File: src/hdl/line_pixel_generator_defines.svh
// ----------------------------------------------------------------------------
// Line pixel generator assertion macros
// Shared concurrent assertion forms, clocked on clk and disabled in reset.
// ----------------------------------------------------------------------------
`ifndef LINE_PIXEL_GENERATOR_DEFINES_SVH
`define LINE_PIXEL_GENERATOR_DEFINES_SVH

// same-cycle implication
`define LPG_ASSERT_IMPLY(lbl, ante, cons, msg) \
	lbl: assert property (@(posedge clk) disable iff (!arst_n) (ante) |-> (cons)) \
		else $error(msg);

// next-cycle implication
`define LPG_ASSERT_NEXT(lbl, ante, cons, msg) \
	lbl: assert property (@(posedge clk) disable iff (!arst_n) (ante) |=> (cons)) \
		else $error(msg);

`endif

File: src/hdl/lpg_pkg.sv
// ----------------------------------------------------------------------------
// Line pixel generator package
// Widths, register indexes, octant codes and sequencer states.
// ----------------------------------------------------------------------------
package lpg_pkg;

	localparam int COORD_WIDTH    = 16;
	localparam int LENGTH_WIDTH   = 14;
	localparam int SLOPE_WIDTH    = 16;
	localparam int PROD_WIDTH     = SLOPE_WIDTH + LENGTH_WIDTH;
	localparam int QSUM_WIDTH     = ((PROD_WIDTH > COORD_WIDTH) ? PROD_WIDTH : COORD_WIDTH) + 1;
	localparam int CFG_DATA_WIDTH = (COORD_WIDTH > SLOPE_WIDTH) ? COORD_WIDTH : SLOPE_WIDTH;
	localparam int CFG_INDEX_WIDTH = 3;
	localparam int IN_DATA_WIDTH  = 8;
	localparam int OUT_DATA_WIDTH = ((2 * COORD_WIDTH + 7) / 8) * 8;
	localparam int MUL_CNT_WIDTH  = $clog2(LENGTH_WIDTH + 1);
	localparam int DIV_CNT_WIDTH  = $clog2(PROD_WIDTH + 1);

	typedef logic [COORD_WIDTH-1:0]  coord_t;
	typedef logic [LENGTH_WIDTH-1:0] length_t;
	typedef logic [SLOPE_WIDTH-1:0]  slope_t;
	typedef logic [PROD_WIDTH-1:0]   prod_t;

	// register indexes
	localparam logic [CFG_INDEX_WIDTH-1:0] REG_START_X     = CFG_INDEX_WIDTH'(0);
	localparam logic [CFG_INDEX_WIDTH-1:0] REG_START_Y     = CFG_INDEX_WIDTH'(1);
	localparam logic [CFG_INDEX_WIDTH-1:0] REG_OCTANT      = CFG_INDEX_WIDTH'(2);
	localparam logic [CFG_INDEX_WIDTH-1:0] REG_LINE_LENGTH = CFG_INDEX_WIDTH'(3);
	localparam logic [CFG_INDEX_WIDTH-1:0] REG_SLOPE_TERM  = CFG_INDEX_WIDTH'(4);

	// octant codes: major axis and direction, then minor offset sign
	localparam logic [2:0] OCT_YPOS_XADD = 3'd0;
	localparam logic [2:0] OCT_XPOS_YADD = 3'd1;
	localparam logic [2:0] OCT_XPOS_YSUB = 3'd2;
	localparam logic [2:0] OCT_YNEG_XADD = 3'd3;
	localparam logic [2:0] OCT_YNEG_XSUB = 3'd4;
	localparam logic [2:0] OCT_XNEG_YSUB = 3'd5;
	localparam logic [2:0] OCT_XNEG_YADD = 3'd6;
	localparam logic [2:0] OCT_YPOS_XSUB = 3'd7;

	typedef enum logic [1:0] {
		ST_IDLE,
		ST_MUL,
		ST_DIV,
		ST_OUT
	} state_t;

endpackage

File: src/hdl/lpg_serial_mul.sv
// ----------------------------------------------------------------------------
// Bit-serial multiplier
// Shift-add over the multiplier bits, most significant first, one per cycle.
// ----------------------------------------------------------------------------
module lpg_serial_mul (
	input  logic            clk,
	input  logic            arst_n,
	input  logic            start,
	input  lpg_pkg::slope_t  multiplicand,
	input  lpg_pkg::length_t multiplier,
	output logic            done,
	output lpg_pkg::prod_t   product
);

	logic [lpg_pkg::MUL_CNT_WIDTH-1:0] cnt_q;
	logic                              busy_q;
	logic                              done_q;
	lpg_pkg::prod_t                    acc_q;
	lpg_pkg::length_t                  mplier_q;
	lpg_pkg::slope_t                   mcand_q;

	always_ff @(posedge clk or negedge arst_n) begin
		if (!arst_n) begin
			busy_q <= 1'b0;
			done_q <= 1'b0;
			cnt_q  <= '0;
		end else begin
			done_q <= 1'b0;
			if (start) begin
				busy_q <= 1'b1;
				cnt_q  <= lpg_pkg::MUL_CNT_WIDTH'(lpg_pkg::LENGTH_WIDTH);
			end else if (busy_q) begin
				cnt_q <= cnt_q - lpg_pkg::MUL_CNT_WIDTH'(1);
				if (cnt_q == lpg_pkg::MUL_CNT_WIDTH'(1)) begin
					busy_q <= 1'b0;
					done_q <= 1'b1;
				end
			end
		end
	end

	always_ff @(posedge clk) begin
		if (start) begin
			acc_q    <= '0;
			mplier_q <= multiplier;
			mcand_q  <= multiplicand;
		end else if (busy_q) begin
			acc_q <= (acc_q << 1)
				+ (mplier_q[lpg_pkg::LENGTH_WIDTH-1] ? lpg_pkg::PROD_WIDTH'(mcand_q) : '0);
			mplier_q <= mplier_q << 1;
		end
	end

	assign done    = done_q;
	assign product = acc_q;

endmodule

File: src/hdl/lpg_serial_div.sv
// ----------------------------------------------------------------------------
// Radix-2 restoring divider
// One quotient bit per cycle; quotient bits shift into the dividend register.
// ----------------------------------------------------------------------------
module lpg_serial_div (
	input  logic            clk,
	input  logic            arst_n,
	input  logic            start,
	input  lpg_pkg::prod_t   dividend,
	input  lpg_pkg::length_t divisor,
	output logic            done,
	output lpg_pkg::prod_t   quotient
);

	logic [lpg_pkg::DIV_CNT_WIDTH-1:0] cnt_q;
	logic                              busy_q;
	logic                              done_q;
	lpg_pkg::prod_t                    dvd_q;
	lpg_pkg::length_t                  rem_q;
	lpg_pkg::length_t                  dsr_q;
	logic [lpg_pkg::LENGTH_WIDTH:0]    shifted;
	logic [lpg_pkg::LENGTH_WIDTH:0]    diff;
	logic                              fits;

	always_comb begin
		shifted = {rem_q, dvd_q[lpg_pkg::PROD_WIDTH-1]};
		diff    = shifted - {1'b0, dsr_q};
		fits    = shifted >= {1'b0, dsr_q};
	end

	always_ff @(posedge clk or negedge arst_n) begin
		if (!arst_n) begin
			busy_q <= 1'b0;
			done_q <= 1'b0;
			cnt_q  <= '0;
		end else begin
			done_q <= 1'b0;
			if (start) begin
				busy_q <= 1'b1;
				cnt_q  <= lpg_pkg::DIV_CNT_WIDTH'(lpg_pkg::PROD_WIDTH);
			end else if (busy_q) begin
				cnt_q <= cnt_q - lpg_pkg::DIV_CNT_WIDTH'(1);
				if (cnt_q == lpg_pkg::DIV_CNT_WIDTH'(1)) begin
					busy_q <= 1'b0;
					done_q <= 1'b1;
				end
			end
		end
	end

	always_ff @(posedge clk) begin
		if (start) begin
			dvd_q <= dividend;
			rem_q <= '0;
			dsr_q <= divisor;
		end else if (busy_q) begin
			// remainder stays below the divisor, so it fits the low bits
			rem_q <= fits ? diff[lpg_pkg::LENGTH_WIDTH-1:0]
				: shifted[lpg_pkg::LENGTH_WIDTH-1:0];
			dvd_q <= {dvd_q[lpg_pkg::PROD_WIDTH-2:0], fits};
		end
	end

	assign done     = done_q;
	assign quotient = dvd_q;

endmodule

File: src/hdl/line_pixel_generator.sv
// ----------------------------------------------------------------------------
// Line pixel generator
// Emits one pixel coordinate per input transfer along a configured line.
// ----------------------------------------------------------------------------
// Sequence from input transfer to result valid: set-up, bit-serial multiply,
//   hand-off to the divider, radix-2 divide, coordinate add into the output
//   register; a zero-length line skips the multiply and divide.
// Flow: a new input is taken only while the sequencer is idle, so one item is
//   in flight at a time; a full output register holds the sequencer.
// Reset: arst_n clears registers, step index, running flag and output valid.
module line_pixel_generator (
	input  logic clk,
	input  logic arst_n,

	// configuration write channel
	input  logic                                  cfg_valid,
	output logic                                  cfg_ready,
	input  logic [lpg_pkg::CFG_INDEX_WIDTH-1:0]   cfg_index,
	input  logic [lpg_pkg::CFG_DATA_WIDTH-1:0]    cfg_data,

	// input ticks
	input  logic                                  s_axis_tvalid,
	output logic                                  s_axis_tready,
	input  logic [lpg_pkg::IN_DATA_WIDTH-1:0]     s_axis_tdata,  // [0] restart, rest unused

	// pixel results
	output logic                                  m_axis_tvalid,
	input  logic                                  m_axis_tready,
	output logic [lpg_pkg::OUT_DATA_WIDTH-1:0]    m_axis_tdata,  // pixel_x in the low half, pixel_y in the high half
	output logic                                  m_axis_tlast   // last pixel of the line
);

`include "line_pixel_generator_defines.svh"

	// configuration registers
	lpg_pkg::coord_t  start_x_q;
	lpg_pkg::coord_t  start_y_q;
	logic [2:0]       octant_q;
	lpg_pkg::length_t line_length_q;
	lpg_pkg::slope_t  slope_term_q;

	// line walk state
	lpg_pkg::length_t step_q;
	logic             running_q;

	// per-item working registers
	lpg_pkg::state_t  state_q, state_d;
	lpg_pkg::length_t i_q;
	logic             last_q;
	lpg_pkg::coord_t  s_q;

	// output register
	logic             out_valid_q;
	lpg_pkg::coord_t  out_x_q;
	lpg_pkg::coord_t  out_y_q;
	logic             out_last_q;

	logic             in_xfer;
	logic             cfg_xfer;
	logic             out_load;
	logic             restart;
	lpg_pkg::length_t i_next;
	logic             len_zero;
	logic             mul_start;
	logic             mul_done;
	lpg_pkg::prod_t   product;
	logic             div_done;
	lpg_pkg::prod_t   quotient;
	logic [lpg_pkg::QSUM_WIDTH-1:0] qsum;
	lpg_pkg::coord_t  major;
	lpg_pkg::coord_t  pix_x;
	lpg_pkg::coord_t  pix_y;

	assign cfg_ready     = 1'b1;
	assign cfg_xfer      = cfg_valid & cfg_ready;
	assign s_axis_tready = (state_q == lpg_pkg::ST_IDLE);
	assign in_xfer       = s_axis_tvalid & s_axis_tready;
	assign restart       = s_axis_tdata[0];
	assign len_zero      = (line_length_q == '0);
	assign mul_start     = in_xfer & ~len_zero;

	// an idle tick starts the line over just like restart
	assign i_next = (restart || !running_q) ? '0 : step_q;

	// minor offset: round the quotient by adding one and halving
	assign qsum = lpg_pkg::QSUM_WIDTH'(quotient) + lpg_pkg::QSUM_WIDTH'(1);

	lpg_serial_mul u_mul (
		.clk          (clk),
		.arst_n       (arst_n),
		.start        (mul_start),
		.multiplicand (slope_term_q),
		.multiplier   (i_next),
		.done         (mul_done),
		.product      (product)
	);

	lpg_serial_div u_div (
		.clk      (clk),
		.arst_n   (arst_n),
		.start    (mul_done),
		.dividend (product),
		.divisor  (line_length_q),
		.done     (div_done),
		.quotient (quotient)
	);

	// sequencer: multiply, divide, then wait for room in the output register
	always_comb begin
		state_d  = state_q;
		out_load = 1'b0;
		case (state_q)
			lpg_pkg::ST_IDLE: begin
				if (in_xfer) begin
					state_d = len_zero ? lpg_pkg::ST_OUT : lpg_pkg::ST_MUL;
				end
			end
			lpg_pkg::ST_MUL: begin
				if (mul_done) begin
					state_d = lpg_pkg::ST_DIV;
				end
			end
			lpg_pkg::ST_DIV: begin
				if (div_done) begin
					state_d = lpg_pkg::ST_OUT;
				end
			end
			lpg_pkg::ST_OUT: begin
				if (!out_valid_q || m_axis_tready) begin
					out_load = 1'b1;
					state_d  = lpg_pkg::ST_IDLE;
				end
			end
			default: begin
				state_d = lpg_pkg::ST_IDLE;
			end
		endcase
	end

	// coordinates: major axis moves by i, minor by the offset
	always_comb begin
		major = lpg_pkg::COORD_WIDTH'(i_q);
		case (octant_q)
			lpg_pkg::OCT_YPOS_XADD: begin pix_x = start_x_q + s_q;   pix_y = start_y_q + major; end
			lpg_pkg::OCT_XPOS_YADD: begin pix_x = start_x_q + major; pix_y = start_y_q + s_q;   end
			lpg_pkg::OCT_XPOS_YSUB: begin pix_x = start_x_q + major; pix_y = start_y_q - s_q;   end
			lpg_pkg::OCT_YNEG_XADD: begin pix_x = start_x_q + s_q;   pix_y = start_y_q - major; end
			lpg_pkg::OCT_YNEG_XSUB: begin pix_x = start_x_q - s_q;   pix_y = start_y_q - major; end
			lpg_pkg::OCT_XNEG_YSUB: begin pix_x = start_x_q - major; pix_y = start_y_q - s_q;   end
			lpg_pkg::OCT_XNEG_YADD: begin pix_x = start_x_q - major; pix_y = start_y_q + s_q;   end
			default:                begin pix_x = start_x_q - s_q;   pix_y = start_y_q + major; end
		endcase
	end

	always_ff @(posedge clk or negedge arst_n) begin
		if (!arst_n) begin
			state_q <= lpg_pkg::ST_IDLE;
		end else begin
			state_q <= state_d;
		end
	end

	// configuration and line walk; a write to any defined register stops the line
	always_ff @(posedge clk or negedge arst_n) begin
		if (!arst_n) begin
			start_x_q     <= '0;
			start_y_q     <= '0;
			octant_q      <= '0;
			line_length_q <= '0;
			slope_term_q  <= '0;
			step_q        <= '0;
			running_q     <= 1'b0;
		end else if (cfg_xfer) begin
			case (cfg_index)
				lpg_pkg::REG_START_X: begin
					start_x_q <= cfg_data[lpg_pkg::COORD_WIDTH-1:0];
					running_q <= 1'b0;
				end
				lpg_pkg::REG_START_Y: begin
					start_y_q <= cfg_data[lpg_pkg::COORD_WIDTH-1:0];
					running_q <= 1'b0;
				end
				lpg_pkg::REG_OCTANT: begin
					octant_q  <= cfg_data[2:0];
					running_q <= 1'b0;
				end
				lpg_pkg::REG_LINE_LENGTH: begin
					line_length_q <= cfg_data[lpg_pkg::LENGTH_WIDTH-1:0];
					running_q     <= 1'b0;
				end
				lpg_pkg::REG_SLOPE_TERM: begin
					slope_term_q <= cfg_data[lpg_pkg::SLOPE_WIDTH-1:0];
					running_q    <= 1'b0;
				end
				default: begin
					// unknown index: ignored
				end
			endcase
		end else if (in_xfer) begin
			if (i_next >= line_length_q) begin
				running_q <= 1'b0;
				step_q    <= '0;
			end else begin
				running_q <= 1'b1;
				step_q    <= i_next + lpg_pkg::LENGTH_WIDTH'(1);
			end
		end
	end

	// per-item payload
	always_ff @(posedge clk) begin
		if (in_xfer) begin
			i_q    <= i_next;
			last_q <= (i_next >= line_length_q);
			if (len_zero) begin
				s_q <= '0;
			end
		end
		if (div_done) begin
			s_q <= lpg_pkg::COORD_WIDTH'(qsum >> 1);
		end
	end

	// output register frees the input side while a result waits
	always_ff @(posedge clk or negedge arst_n) begin
		if (!arst_n) begin
			out_valid_q <= 1'b0;
		end else if (out_load) begin
			out_valid_q <= 1'b1;
		end else if (m_axis_tready) begin
			out_valid_q <= 1'b0;
		end
	end

	always_ff @(posedge clk) begin
		if (out_load) begin
			out_x_q    <= pix_x;
			out_y_q    <= pix_y;
			out_last_q <= last_q;
		end
	end

	assign m_axis_tvalid = out_valid_q;
	assign m_axis_tlast  = out_last_q;
	assign m_axis_tdata  = lpg_pkg::OUT_DATA_WIDTH'({out_y_q, out_x_q});

	`LPG_ASSERT_NEXT(a_one_in_flight, in_xfer, !s_axis_tready,
		"input accepted while an item is in flight")
	`LPG_ASSERT_NEXT(a_zero_len_direct, in_xfer && len_zero, state_q == lpg_pkg::ST_OUT,
		"zero length line did not skip the arithmetic")
	`LPG_ASSERT_IMPLY(a_mul_done_state, mul_done, state_q == lpg_pkg::ST_MUL,
		"multiplier finished outside the multiply phase")
	`LPG_ASSERT_IMPLY(a_div_done_state, div_done, state_q == lpg_pkg::ST_DIV,
		"divider finished outside the divide phase")

endmodule
File: config.mk
export PLATFORM = sky130hd
export DESIGN_NAME = line_pixel_generator
export DESIGN_NICKNAME = d
export VERILOG_FILES = /design/src/hdl/lpg_pkg.sv /design/src/hdl/lpg_serial_mul.sv /design/src/hdl/lpg_serial_div.sv /design/src/hdl/line_pixel_generator.sv
export VERILOG_INCLUDE_DIRS = /design/src /design/src/hdl
export SDC_FILE = /design/constraint.sdc
export NUM_CORES = 1
export LEC_CHECK = 0
export ABC_AREA = 1
export ABC_CLOCK_PERIOD_IN_PS = 5600
export BUFFER_PORTS_ARGS = -buffer_cell sky130_fd_sc_hd__buf_2
export CORE_UTILIZATION = 45
export DETAILED_ROUTE_END_ITERATION = 6
export PLACE_DENSITY = 0.72
export SLEW_MARGIN = 20
export SYNTH_ARGS = -nofsm -noshare
export SYNTH_HDL_FRONTEND = slang
export SYNTH_HIERARCHICAL = 1
export SYNTH_SLANG_ARGS = --single-unit
File: constraint.sdc
create_clock -name clk -period 5.6 [get_ports clk]
set_clock_uncertainty 0.1 [all_clocks]
set_input_delay 1.12 -clock clk [delete_from_list [all_inputs] [get_ports clk]]
set_output_delay 1.12 -clock clk [all_outputs]
set_load 0.05 [all_outputs]
==> run metrics <==
result of the run=finished clean; RSZ-0062 raised after global routing=false; setup violation total in the final timing report=0; Total Nets Final=2390; endpoints failing hold=0; fraction of post-synthesis cell area in the top cell type by area=0.2433; post-detailed-route count of antenna-violating nets=0; buffer levels on the longest clock path=3; Avg WL per Cell=16.71 µm; Post-synth EDFFs=138; wire length of the first global-routing pass=~74000 µm; clock-pin slew reported for the worst setup and hold paths after clock tree synthesis=0.06 ns; Synthesis Warnings=6; ratio of cells with drive above 1 in the final layout=0.08904; arrival time of the worst setup path=4.08 ns; Worst Setup Path Type=reg -> reg; Final GP Congestion=0.9623; Vias=around 15000; clock tree from TritonCTS=done; Top FF cell, synth=edfxtp_1; number of I/O pins=68; Synth Area in Compound Gates=0.09689; final-layout fill cell count=3618; Worst Setup Start Kind=flip-flop; synthesized instance count=2212; post-synthesis to final-layout area growth=10.64%; number of buffers added on ports=between 50 and 60; Hold Crit Class=reg -> reg; drt total wl=around 47000 µm; kind of capture point of the worst setup path=flip-flop; setup bufs post-CTS=0; detailed-routing iteration count for the pre-antenna-repair pass=7; largest voltage drop on the vdd net=0.2736 mV; Leakage=9.172 nW; clock latency on the worst-skew pair=0.57 ns; initial core utilization=0.4608; cell taking the most area after synthesis=edfxtp_1; xor and xnor fraction of the mapped netlist area=0.03240; min Tclk post-route=3.859 ns; combined area of the multi-input logic cells=8235 µm²; highest net fanout along the worst path=20; worst slew pin tran=1.014 ns; overflow left after global routing=0; most frequently used cell type in the post-synthesis netlist=nand2_1; register cell area after layout=7428 µm²; number of DRC markers after the initial detailed-route iteration=1216; count of state elements after synthesis=between 200 and 300; Maximum Capacitance Violations=0; final standard cell area without fillers=approximately 19000 µm²; adder and majority cell fraction of the synthesized area=0.06861; DRC Markers=0; CTS Hold Bufs=0; synthesized area divided by synthesized cell count=7.700 µm²; placement row count=70; die height=196.6 µm; Die ar.=38630 µm²; leading post-synthesis cells by cell area=edfxtp_1 24%, nand2_1 15%, dfrtp_1 14%, inv_1 6.5%, ha_1 6.4%; mean number of vias per cell=5.249; pin count of the biggest net entering global routing=52; fraction of the yosys area taken by sequential cells=0.4361; fin crit share=0.6892; Power Dens Cells=512.2 nW/µm²; Resized cells post-CTS=0; maximum operating frequency=259.1 MHz; total number of H-tree levels=1; clock net sink count=about 280; count of distinct cell types in the synthesized netlist=64; global-route total usage across every layer=0.2455; most frequent cells after synthesis=696 x nand2_1, 293 x inv_1, 160 x nor2_1, 138 x edfxtp_1, 131 x nand3_1; number of max-slew violations in the final report=0; headroom to the max-slew limit=0.3233; via count of the first global-routing pass=13738; Critical Path RT=5.82 ns; area of the core=36960 µm²; Die X=196.6 µm; TritonCTS Buffers=30; detailed placement HPWL=35230 µm; post-synth net total=2335; antenna violations before repair=1; total placed instance area=17840 µm²; mux share of post-synthesis cell area=0; summed negative setup slack over all endpoints=0 ns; Ant. Diodes=0; synthesized area=17030 µm²; fraction of the mapped netlist area in simple logic gates=0.2841; fraction of registers with async set or reset after synthesis=0.3453; Clock Tree Root=clkbuf_16; main combinational cell family by area after synthesis=simple AND/OR/NAND/NOR gates
[placed cells by master (no fill, tap or decap), drive strengths merged, types with 4 or more instances in the layout]
cell type  netlist  routed
ha              87      87
nor3            20      20
buf             14      69
nand2          706     706
clkbuf          32      43
dfxtp           44      44
nor4             4       4
o21ai          170     170
dfrtp           96      96
o21bai           6       6
a21oi           78      78
fa               4       4
edfxtp         138     138
nand4           43      43
nor2           194     194
a31oi            6       6
o22ai            5       5
o2111ai          5       5
xor2            44      44
nand3b          13      13
a21o             8       8
inv            310     311
clkinv           2      13
nand3          136     136
xnor2           19      19
[worst paths after layout]
kind                                   from  slack, ns             end  cells past startpoint
worst max-delay path            octant_q[2]       1.74     out_y_q[15]                     16
worst min-delay path                 last_q       0.35    m_axis_tlast                      0
worst max register to register  octant_q[2]       1.74     out_y_q[15]                     16
worst min register to register       last_q       0.35    m_axis_tlast                      0
max in group asynchronous            arst_n       3.79      state_q[1]                      2
min in group asynchronous            arst_n       0.47  u_mul/cnt_q[3]                      1
[layout make-up]
type                       instances  share of cell area
clock buffer                      43             0.04787
clock inverter                    13            0.004183
inverter                         312             0.06241
multi-input combinational       1576              0.4370
sequential                       278              0.3942
tap                              504             0.03346
timing repair buffer              69             0.02085
[report_power, final]
group / switching (mW) / leakage, nW / internal [mW]
Clock: 0.830 / 0.492 / 1.12
Combinational: 2.89 / 5.78 / 1.37
Sequential: 0.475 / 2.90 / 2.97
Total: 4.20 / 9.17 / 5.46
[metal layers]
metal | global-route usage | vias up | share of wire
met5 | 0 | - | 0.00024
met4 | 0.07263 | 2 | 0.025
met3 | 0.03183 | 73 | 0.062
met2 | 0.3926 | 415 | 0.45
met1 | 0.3473 | 6870 | 0.46
li1 | - | 7312 | -
[per-stage QoR]
step / util / std cells / hold slack, ns / power (mW) / setup slack, ns
after floorplan: - / 2212 / 0.3003 / 6.551 / 2.201
after global placement: 0.4826 / 2738 / 0.3293 / 7.543 / 1.930
after detailed placement: 0.4826 / 2738 / 0.3324 / 7.664 / 1.844
after CTS: 0.5091 / 2794 / 0.3472 / 9.641 / 1.821
after global routing: 0.5099 / 2795 / 0.3550 / 10.39 / 1.510
final: 0.5099 / 2795 / 0.3483 / 9.652 / 1.741
[sequential cells by signal, indices dropped and copies added, names as in the netlist, 2 cells and up]
signal	count
i_q	14
line_length_q	14
octant_q	3
out_x_q	16
out_y_q	16
s_q	16
slope_term_q	16
start_x_q	16
start_y_q	16
state_q	2
step_q	14
u_div/cnt_q	5
u_div/dsr_q	14
u_div/quotient	30
u_div/rem_q	14
u_mul/cnt_q	4
u_mul/mcand_q	16
u_mul/mplier_q	14
u_mul/product	30
[worst max-delay path, stage by stage (launching register included)]
cell and delay, ns:
dfrtp_1 0.45, inv_2 0.20, nand2_1 0.11, o21ai_1 0.13
nand2_1 0.53, inv_2 0.32, a211oi_1 0.08, a21oi_1 0.31
ha_1 0.35, a21oi_1 0.21, o21ai_0 0.18, nand2_1 0.09
nand2_1 0.10, a21oi_1 0.25, inv_1 0.07, nand2_1 0.07
nand2_1 0.06
[logic make-up (layout without fill, tap and decap cells)]
family                     after synthesis  in the layout
other                                    1              1
xor gates and xnor gates                63             63
DFF                                    278            278
AOI/OAI and AO/OA                      298            298
buffers and inverters                  358            437
adders and majority gates               91             91
and+or+nand+nor                       1123           1123
Note: power is estimated with default switching activity, not from simulation.
